### src/design/acm_pkg.sv
// Shared types and constants for the multi-pattern matcher.
// No dependencies; every other design file imports this package.
package acm_pkg;

   localparam int CMD_W      = 2;
   localparam int SYM_W      = 8;
   localparam int NODE_OUT_W = 8;
   localparam int ENDS_W     = 8;

   localparam logic [ENDS_W-1:0] ENDS_MAX = '1;

   // Item commands
   typedef enum logic [CMD_W-1:0] {
      CMD_PATTERN = 2'd0,
      CMD_BUILD   = 2'd1,
      CMD_TEXT    = 2'd2,
      CMD_RESTART = 2'd3
   } cmd_type;

   // Classified item as held in the queue between front and back
   typedef struct packed {
      cmd_type            cmd;
      logic [SYM_W-1:0]   symbol;
      logic               last;
   } item_type;

   // Back end status, seen by the top level
   typedef struct packed {
      logic clearing;
      logic idle;
   } back_status_type;

   // Back end sequencer states
   typedef enum logic [3:0] {
      ST_CLEAR,
      ST_IDLE,
      ST_INS_RD,
      ST_INS_CHK,
      ST_END_RD,
      ST_END_UPD,
      ST_ADV_RD,
      ST_ADV_CHK,
      ST_ADV_LINK,
      ST_SCAN_RD,
      ST_SCAN_CHK,
      ST_POP_RD,
      ST_POP_CHK,
      ST_PAR_CHK,
      ST_SL_RD,
      ST_RESULT
   } state_type;

endpackage

### src/design/acm_if.sv
// Valid/ready channel interfaces for request and response transactions.
// Depends on acm_pkg for field widths.
interface acm_req_if import acm_pkg::*; ();
   logic               valid;
   logic               ready;
   logic [CMD_W-1:0]   cmd;
   logic [SYM_W-1:0]   symbol;
   logic               last;

   modport source (output valid, output cmd, output symbol, output last, input ready);
   modport sink   (input valid, input cmd, input symbol, input last, output ready);
endinterface


### src/design/acm_front.sv
// Front end: takes request transactions, reduces the symbol to the alphabet
// and holds classified items in a two-entry queue. Depends on acm_pkg, acm_if.
module acm_front import acm_pkg::*; #(
   parameter int ALPHABET = 256
) (
   input  logic       clock,
   input  logic       reset,
   acm_req_if.sink    req,
   output item_type   item,
   output logic       item_valid,
   input  logic       item_pop
);

   typedef logic [SYM_W-1:0] sym_tab_type [256];

   // Symbol modulo alphabet, worked out at elaboration
   function automatic sym_tab_type mod_table();
      sym_tab_type t;
      for (int i = 0; i < 256; i++) begin
         t[i] = SYM_W'(i % ALPHABET);
      end
      return t;
   endfunction

   localparam sym_tab_type SYM_MOD = mod_table();

   item_type    slot_ff [2];
   logic        wr_ptr_ff, wr_ptr_in;
   logic        rd_ptr_ff, rd_ptr_in;
   logic [1:0]  count_ff, count_in;
   item_type    in_item;
   logic        push, pop;

   // Classify the incoming transaction
   always_comb begin
      in_item.cmd    = cmd_type'(req.cmd);
      in_item.symbol = SYM_MOD[req.symbol];
      in_item.last   = req.last;
   end

   assign req.ready  = (count_ff < 2'd2);
   assign item_valid = (count_ff != 2'd0);
   assign item       = slot_ff[rd_ptr_ff];
   assign push       = req.valid && req.ready;
   assign pop        = item_pop && item_valid;

   always_comb begin
      wr_ptr_in = push ? ~wr_ptr_ff : wr_ptr_ff;
      rd_ptr_in = pop ? ~rd_ptr_ff : rd_ptr_ff;
      count_in  = count_ff + {1'b0, push} - {1'b0, pop};
   end

   // Queue pointers
   always_ff @(posedge clock) begin
      if (reset) begin
         wr_ptr_ff <= 1'b0;
         rd_ptr_ff <= 1'b0;
         count_ff  <= 2'd0;
      end else begin
         wr_ptr_ff <= wr_ptr_in;
         rd_ptr_ff <= rd_ptr_in;
         count_ff  <= count_in;
      end
   end

   // Queue storage
   always_ff @(posedge clock) begin
      if (push) begin
         slot_ff[wr_ptr_ff] <= in_item;
      end
   end

endmodule

### src/flat_wrapper.sv
// flat-port wrapper written by rule: the top's interface ports become plain ports
module acm_front_flat import acm_pkg::*;
#(
   parameter int ALPHABET = 256
)
  (clock, reset, item, item_valid, item_pop, req_valid, req_cmd, req_symbol, req_last, req_ready);
  acm_req_if req_i ();
  input  logic clock;
  input  logic reset;
  output item_type item;
  output logic item_valid;
  input  logic item_pop;
  input wire logic [$bits(req_i.valid)-1:0] req_valid;
  input wire logic [$bits(req_i.cmd)-1:0] req_cmd;
  input wire logic [$bits(req_i.symbol)-1:0] req_symbol;
  input wire logic [$bits(req_i.last)-1:0] req_last;
  output wire logic [$bits(req_i.ready)-1:0] req_ready;
  assign req_i.valid = req_valid;
  assign req_i.cmd = req_cmd;
  assign req_i.symbol = req_symbol;
  assign req_i.last = req_last;
  assign req_ready = req_i.ready;
  acm_front #(.ALPHABET(ALPHABET)) u_core (.clock(clock), .reset(reset), .req(req_i), .item(item), .item_valid(item_valid), .item_pop(item_pop));
endmodule
### config.mk
export PLATFORM = sky130hd
export DESIGN_NAME = acm_front_flat
export DESIGN_NICKNAME = d
export VERILOG_FILES = /design/src/design/acm_pkg.sv /design/src/design/acm_if.sv /design/src/design/acm_front.sv /design/src/flat_wrapper.sv
export SDC_FILE = /design/constraint.sdc
export NUM_CORES = 1
export LEC_CHECK = 0
export ABC_AREA = 1
export BUFFER_PORTS_ARGS = -buffer_cell sky130_fd_sc_hd__buf_2
export CAP_MARGIN = 15
export CORE_MARGIN = 2
export CORE_UTILIZATION = 45
export CTS_BUF_LIST = sky130_fd_sc_hd__clkbuf_4
export DETAILED_ROUTE_END_ITERATION = 8
export PLACE_DENSITY = 0.72
export SETUP_SLACK_MARGIN = 0.1
export SYNTH_ARGS = -nofsm -noshare
export SYNTH_HDL_FRONTEND = slang
export SYNTH_SLANG_ARGS = --single-unit
### constraint.sdc
create_clock -name clock -period 1.7 [get_ports clock]
set_clock_uncertainty 0.15 [all_clocks]
set_input_delay 0.17 -clock clock [delete_from_list [all_inputs] [get_ports clock]]
set_output_delay 0.17 -clock clock [all_outputs]
set_load 0.02 [all_outputs]
==> summary.md, run 1 <==
| Metric | Value |
|---|---|
| Status | completed |
| Post-Syn Nets | between 80 and 90 |
| Clk sinks | 27 |
| Simple-gate share of the synthesized area | 6.86% |
| Worst slew margin | 89.9% |
| Final Cycle Share | just over 90% |
| Number of core rows | 17 |
| Fmax | ~0.64 GHz |
| Synth cell types | 13 |
| Reg power frac | around 45% |
| Postcts setup bufs | 0 |
| Maximum clock insertion buffer count | 2 |
| Synth warn | 0 |
| Switching part of the total | approximately a third |
| Mean Syn Cell Area | around 15 sq um |
| CTS clock-pin slew for the worst setup and hold paths | 120 ps |
| Wire per inst | approximately 12 um |
| Worst hold path type | in2reg |
| Setup crit start kind | flip-flop |
| FILL cells | roughly 170 |
| Initial antenna violation count | 0 |
| Most common cell after layout, fill and taps aside | edfxtp_1 |
| Most frequent cells in the layout | 22 x edfxtp_1, 16 x buf_2, 12 x buf_6, 12 x dlygate4sd3_1, 11 x mux2_4 |
| # Max-Cap Violations | 0 |
| Core ar. | approximately 0.0022 sq mm |
| Int Power | between 1 and 1.5 mW |
| Vias in the first global route | approximately 650 |
| Worst path max stage delay | between 300 and 400 ps |
| Reg2Reg Setup Slack | roughly 140 ps |
| Net Switching | 0.644 mW |
| Total power divided by cell area | approximately 1400 mW/mm^2 |
| Vias per cell | 4.51 |
| GR Util All Layers | 13.0% |
| GRT overflow | 0 |
| Total Power | 2.05 mW |
| Area of the die | 0.00280 sq mm |
| CP Max Fanout | 6 |
| First-pass GRT wire length | about 2.6 mm |
| Via count | between 600 and 700 |
| Initial DRC count | 7 |
| Final WL | around 1.7 mm |
| Minimum clock period | approximately 1600 ps |
| Cts bufs inserted | 3 |
| DIE WIDTH | about 53 um |
| Max-slew violation count | 0 |
| Clock latency at the later pin of the worst-skew pair | 300 ps |
| Final number of hold-violating endpoints | 0 |
| WP data arrival | 1250 ps |
| Adder-Cell Fraction of Synth Area | under 10% |
| WP data required | 1380 ps |
| Type of the worst setup path | reg2out |
| Area growth syn-to-layout | 41.2% |
| Pin slew with the least headroom to its limit | ~150 ps |
| Compound-Gate Fraction of Synth Area | less than 1% |
| RSZ-0062 raised after global routing | yes |
| Cell Chain, Critical Path | buf_8, mux2_4, buf_6 |
| Largest family of logic cells by synthesized area | multiplexers |
| Seq/Total Area, Yosys | between 70% and 80% |
| Setup tns final | 0 ps |
| Proportion of layout cells with a drive suffix above 1 | 45.3% |
| Critical path's slowest cell | dfxtp_4 |
| Post-DP HPWL | 1.15 mm |
| Routed Antenna Nets | 0 |
| Clk network pwr share | between 10% and 20% |
| Worst vdd ir | just under 0.9 mV |
| Endpoints failing setup | 0 |
| Io pins | 28 |
| Initial Utilization | between 40% and 50% |
| Combinational power share | between 40% and 50% |
| Post-synthesis cell count | 71 |
| Post-synthesis mux area share | 15.0% |
| Die Span Y | around 53 um |
| Leakage | ~0.65 nW |
| Post-Synth XOR/XNOR Area | 0% |
| Antenna Cells | 0 |
| CTS tree | done |
| Pre-antenna DRT Iters | 4 |
| Post-Syn Area | 0.00108 sq mm |
| Crit. End Element | output port |
| CP top delay family | flip-flops |
| CP bufs+invs | 2 |
| GPL Wtd Cong | roughly 0.59 |
| H-tree levels | 1 |
| Remaining DRCs | 0 |
| CTS root buffer | clkbuf_4 |
| IO Port Bufs | 27 |
| Largest net degree at the start of global routing | 15 |
| Final net count | approximately 140 |
| Synthesized flop and latch total | 27 |
[synthesized netlist by cell type]
library cell / number / area (sq um)
ha_1: 2 / 25.0
buf_6: 1 / 11.3
mux2_2: 1 / 11.3
dfxtp_1: 5 / 100
mux2_4: 10 / 150
nand3_1: 2 / 10.0
a21oi_1: 1 / 5.00
edfxtp_1: 22 / 661
inv_2: 1 / 3.75
nor2_1: 11 / 41.3
nand2_1: 6 / 22.5
inv_1: 8 / 30.0
o21ai_0: 1 / 5.00
[flip-flops by register name (all words and copies together) (netlist names), named ones only]
register,cells
u_core.slot_ff,22
u_core.rd_ptr_ff,1
u_core.count_ff,2
u_core.wr_ptr_ff,1
[final timing paths]
path	from	to	cells past startpoint
setup / recovery	flip-flop	item[2]	3
hold / removal	item_pop	flip-flop	4
setup reg to reg	u_core.count_ff[0]	u_core.count_ff[1]	9
hold reg to reg	u_core.wr_ptr_ff	u_core.wr_ptr_ff	2
[layer usage]
metal / global-route usage, % / wire length (um)
met1: 13.7 / 660
met2: 25.6 / 930
met3: 3.11 / 85
met4: 2.56 / 0
met5: 0 / 0
[kinds of logic (layout without fill, tap and decap cells)]
| logic type | Yosys count | after routing |
|---|---|---|
| adders and majority gates | 2 | 2 |
| AOI/OAI and AO/OA | 2 | 2 |
| DFF | 27 | 27 |
| buffers and inverters | 10 | 56 |
| muxes | 11 | 11 |
| and+or+nand+nor | 19 | 19 |
[power by group through the flow]
| stage | Combinational, mW | Clock (mW) | Sequential (mW) |
|---|---|---|---|
| floorplan | 0.506 | 0 | 0.901 |
| global placement | 0.667 | 0 | 0.900 |
| detailed placement | 0.694 | 0 | 0.906 |
| CTS | 0.739 | 0.272 | 0.897 |
| global route | 0.935 | 0.299 | 0.933 |
| finish | 0.868 | 0.265 | 0.918 |
[repair_timing]
action,in CTS,in global routing
setup endpoints to repair,11,12
gates cloned,1,0
hold buffers,12,0
hold endpoints to repair,25,0
gates resized for setup,5,30
[stage by stage]
step / setup WS (ps) / utilization (%) / cell area [sq um] / cells / hold WS [ps]
after global placement: 248 / 56.3 / 1260 / 128 / 191
after CTS: 80.1 / 63.9 / 1430 / 145 / 12.1
final: 129 / 68.0 / 1520 / 145 / 18.8
after floorplan: 135 / - / 1080 / 71 / 91.2
after global routing: 59.2 / 68.0 / 1520 / 145 / 46.4
after detailed placement: 152 / 56.3 / 1260 / 128 / 202
[layout make-up]
type | count | area [sq um] | area share [%]
clock buffers | 4 | 30.0 | 1.98
well taps | 28 | 35.0 | 2.31
inverters | 9 | 33.8 | 2.22
multi-input cells | 34 | 288 | 18.9
repair buffers | 43 | 365 | 24.1
flip-flops and latches | 27 | 767 | 50.5
[worst register-to-register path: cells and delay by family, from the launching register on]
| kind | cells | cell delay (ps) |
|---|---|---|
| adder cells (fa/ha/maj) | 2 | 450 |
| flip-flops | 1 | 360 |
| AND/OR/NAND/NOR | 4 | 290 |
| AO/OA/AOI/OAI | 1 | 140 |
| buffers and inverters | 2 | 90 |
No activity file was read; power rests on OpenSTA's default activity.
==> run 2: changes to the inputs <==
- ABC_AREA: 1 -> unset
==> run 2 against run 1 <==
Effect of this change: synthesized area shrank 5.5%; routed wire length fell by 0.18%; worst hold slack better by 120 ps; fmax down 3.0%; count of clock-buffer cells in the layout shrank 1; power increased by 4.5%; critical path depth rose by 4; setup slack worse by 48 ps; sequential power decreased by 0.4%; via count is 6.4% lower; non-clock buffer count increased by 3; critical endpoint is now u_core.count_ff[1]; highest routed layer is now met4.
==> summary.md, run 2 <==
| Metric | Value |
|---|---|
| Synth cell count leaders | 22 x edfxtp_1, 11 x mux2_2, 5 x dfxtp_1 |
| Worst vdd ir | ~1.0 mV |
| Multi-input gate area | 285 sq um |
| Total power divided by cell area | 1420 mW/mm^2 |
| Final number of hold-violating endpoints | 0 |
| WP data arrival | between 1500 and 2000 ps |
| Via count | just over 600 |
| Mean Syn Cell Area | about 18 sq um |
| Hold path depth | 4 |
| Leakage | roughly 0.62 nW |
| Largest net degree at the start of global routing | 17 |
| Area growth syn-to-layout | 48.5% |
| Post-synthesis cell count | 58 |
| FILL cells | between 150 and 200 |
| Maximum clock insertion buffer count | 2 |
| Most frequent cells in the layout | 22 x edfxtp_1, 16 x buf_2, 13 x buf_6, 12 x dlygate4sd3_1, 11 x mux2_4 |
| Io pins | 28 |
| Vias per cell | about 4.5 |
| FF-to-FF path depth | 7 |
| Cts bufs inserted | 3 |
| Minimum clock period | around 1600 ps |
| FF/Latch Area | between 700 and 800 sq um |
| Antenna Cells | 0 |
| Area of the die | roughly 0.0027 sq mm |
| Crit. End Element | flip-flop |
| Clock latency at the later pin of the worst-skew pair | 320 ps |
| CTS clock-pin slew for the worst setup and hold paths | around 150 ps |
| Main synth FF type | edfxtp_1 |
| Core ar. | 0.00217 sq mm |
| Worst r2r dst | u_core.count_ff[1] |
| Die Span Y | slightly above 50 um |
| Initial DRC count | 7 |
| Number of core rows | 17 |
| Final net count | between 100 and 150 |
| Top cells by area, synth | edfxtp_1 65%, mux2_2 12%, dfxtp_1 9.8% |
| Initial Utilization | 46.9% |
| Routed Antenna Nets | 0 |
| Proportion of layout cells with a drive suffix above 1 | a little over half |
| GRT overflow | 0 |
| Final Cycle Share | between 90 and 100% |
| Vias in the first global route | ~620 |
| CP Max Fanout | 4 |
| # Max-Cap Violations | 0 |
| Share of the synthesized area in the top cell type | roughly two thirds |
| Largest regs | u_core.slot_ff x22, u_core.count_ff x2 |
| Max-slew violation count | 0 |
| GR Util All Layers | between 10% and 20% |
| Clk sinks | 27 |
| Remaining DRCs | 0 |
| Reg2Reg Setup Slack | 80 ps |
| Hold endpoint | u_core.wr_ptr_ff |
| Most instantiated library cell after synthesis | edfxtp_1 |
| Worst slew margin | approximately 82% |
| Setup crit start kind | flip-flop |
| Most common cell after layout, fill and taps aside | edfxtp_1 |
| Wire per inst | 12.4 um |
| Type of the worst setup path | reg2reg |
| RSZ-0062 raised after global routing | yes |
| Largest register by flop count | u_core.slot_ff |
| WP data required | between 1500 and 2000 ps |
| R2r startpoint | u_core.count_ff[1] |
| Post-Syn Area | 0.00102 sq mm |
| Worst hold path type | in2reg |
| Async S/R FF share, synth | 0% |
| Initial antenna violation count | 0 |
| Synth cell types | 14 |
| Post-synth EDFFs | 22 |
| Pin slew with the least headroom to its limit | about 270 ps |
| Seq/Total Area, Yosys | about 75% |
| Endpoints failing setup | 0 |
| Post-placement cell area | about 0.0012 sq mm |
| Post-DP HPWL | between 1 and 1.5 mm |
| Synth warn | 0 |
| Total Power | ~2.1 mW |
| Post-Syn Nets | 75 |
| Pre-antenna DRT Iters | 3 |
| Final WL | between 1.5 and 2 mm |
| Largest register FFs | 22 |
| Hold wc startpoint | req_valid |
| Area leader, netlist | edfxtp_1 |
| First-pass GRT wire length | between 2 and 3 mm |
| CTS root buffer | clkbuf_4 |
| Design Area, Final | ~0.0015 sq mm |
| H-tree levels | 1 |
| IO Port Bufs | 27 |
| Status | completed |
| Crit. Startpoint | u_core.count_ff[1] |
| GPL Wtd Cong | around 0.67 |
| Synthesized flop and latch total | 27 |
| DIE WIDTH | roughly 50 um |
| CTS tree | done |
| Fmax | between 0.6 and 0.7 GHz |
[run 2: cell count changes after synthesis, sizes merged]
cell   change
nor2       -7
inv        -6
nand2      -5
xnor2      +3
nand3      -2
nor2b      +2
a21oi      -1
and2       +1
and2b      +1
o21a       +1
o21ai      -1
xor2       +1
[run 2: stage by stage]
step / setup TNS [ps] / setup slack, ps / util [%] / hold WS [ps] / cells
after floorplan: 0 / 128 / - / 91.6 / 58
after global placement: 0 / 96.7 / 55.5 / 209 / 115
after detailed placement: 0 / 58.9 / 55.5 / 212 / 115
after CTS: 0 / 67.0 / 68.7 / 128 / 135
after global routing: -17.5 / -17.5 / 69.6 / 146 / 135
final: 0 / 80.3 / 69.6 / 139 / 135
[run 2: per-layer routing]
| metal | part of all wire (%) | track usage (%) |
|---|---|---|
| met2 | 54 | 25.4 |
| met1 | 41 | 16.7 |
| met4 | 0.60 | 6.58 |
| met5 | 0 | 0 |
| met3 | 4.3 | 2.87 |
[run 2: repair_timing]
item / 4_1_cts / 5_1_grt
pin swaps: 4 / 0
cloned: 1 / 0
resized for setup: 35 / 6
buffers inserted: 3 / 0
setup endpoints to repair: 12 / 23
hold buffers: 12 / 0
hold endpoints to repair: 27 / 0
[run 2: kinds of logic after synthesis]
kind of cell / count (synthesis) / synth area share, %
xor+xnor: 4 / 3.44
fa+ha+maj: 2 / 2.46
flops: 27 / 74.8
simple gates: 9 / 4.55
buf+inv: 4 / 1.85
mux: 11 / 12.2
compound gates: 1 / 0.738
[run 2: worst max-delay path by stage]
stage,to,cells past startpoint
after floorplan,u_core.count_ff[1],7
after CTS,item[7],3
after global placement,u_core.count_ff[1],7
after global routing,u_core.count_ff[1],7
after detailed placement,u_core.count_ff[1],7
final,u_core.count_ff[1],7
[run 2: area by class of cell]
cell class | instances | area share [%]
repair buffers | 46 | 25.4
inverters | 3 | 0.746
multi-input cells | 27 | 18.9
clock buffers | 3 | 1.49
well taps | 28 | 2.32
flip-flops and latches | 27 | 50.6
clock inverters | 1 | 0.497
[run 2: where the power goes]
| part | internal (mW) | leakage [nW] | total, mW | switching, mW |
|---|---|---|---|---|
| Sequential | 0.862 | 0.247 | 0.914 | 0.0518 |
| Clock | 0.0897 | 0.0139 | 0.271 | 0.182 |
| Combinational | 0.525 | 0.362 | 0.957 | 0.433 |
[run 2: critical path, cell delays in order (launching register included)]
cell and delay, ps:
dfxtp_2 360, o21a_1 190, ha_1 270, inv_1 40, ha_2 160, xor2_1 160, xnor2_1 150, nor2_1 60
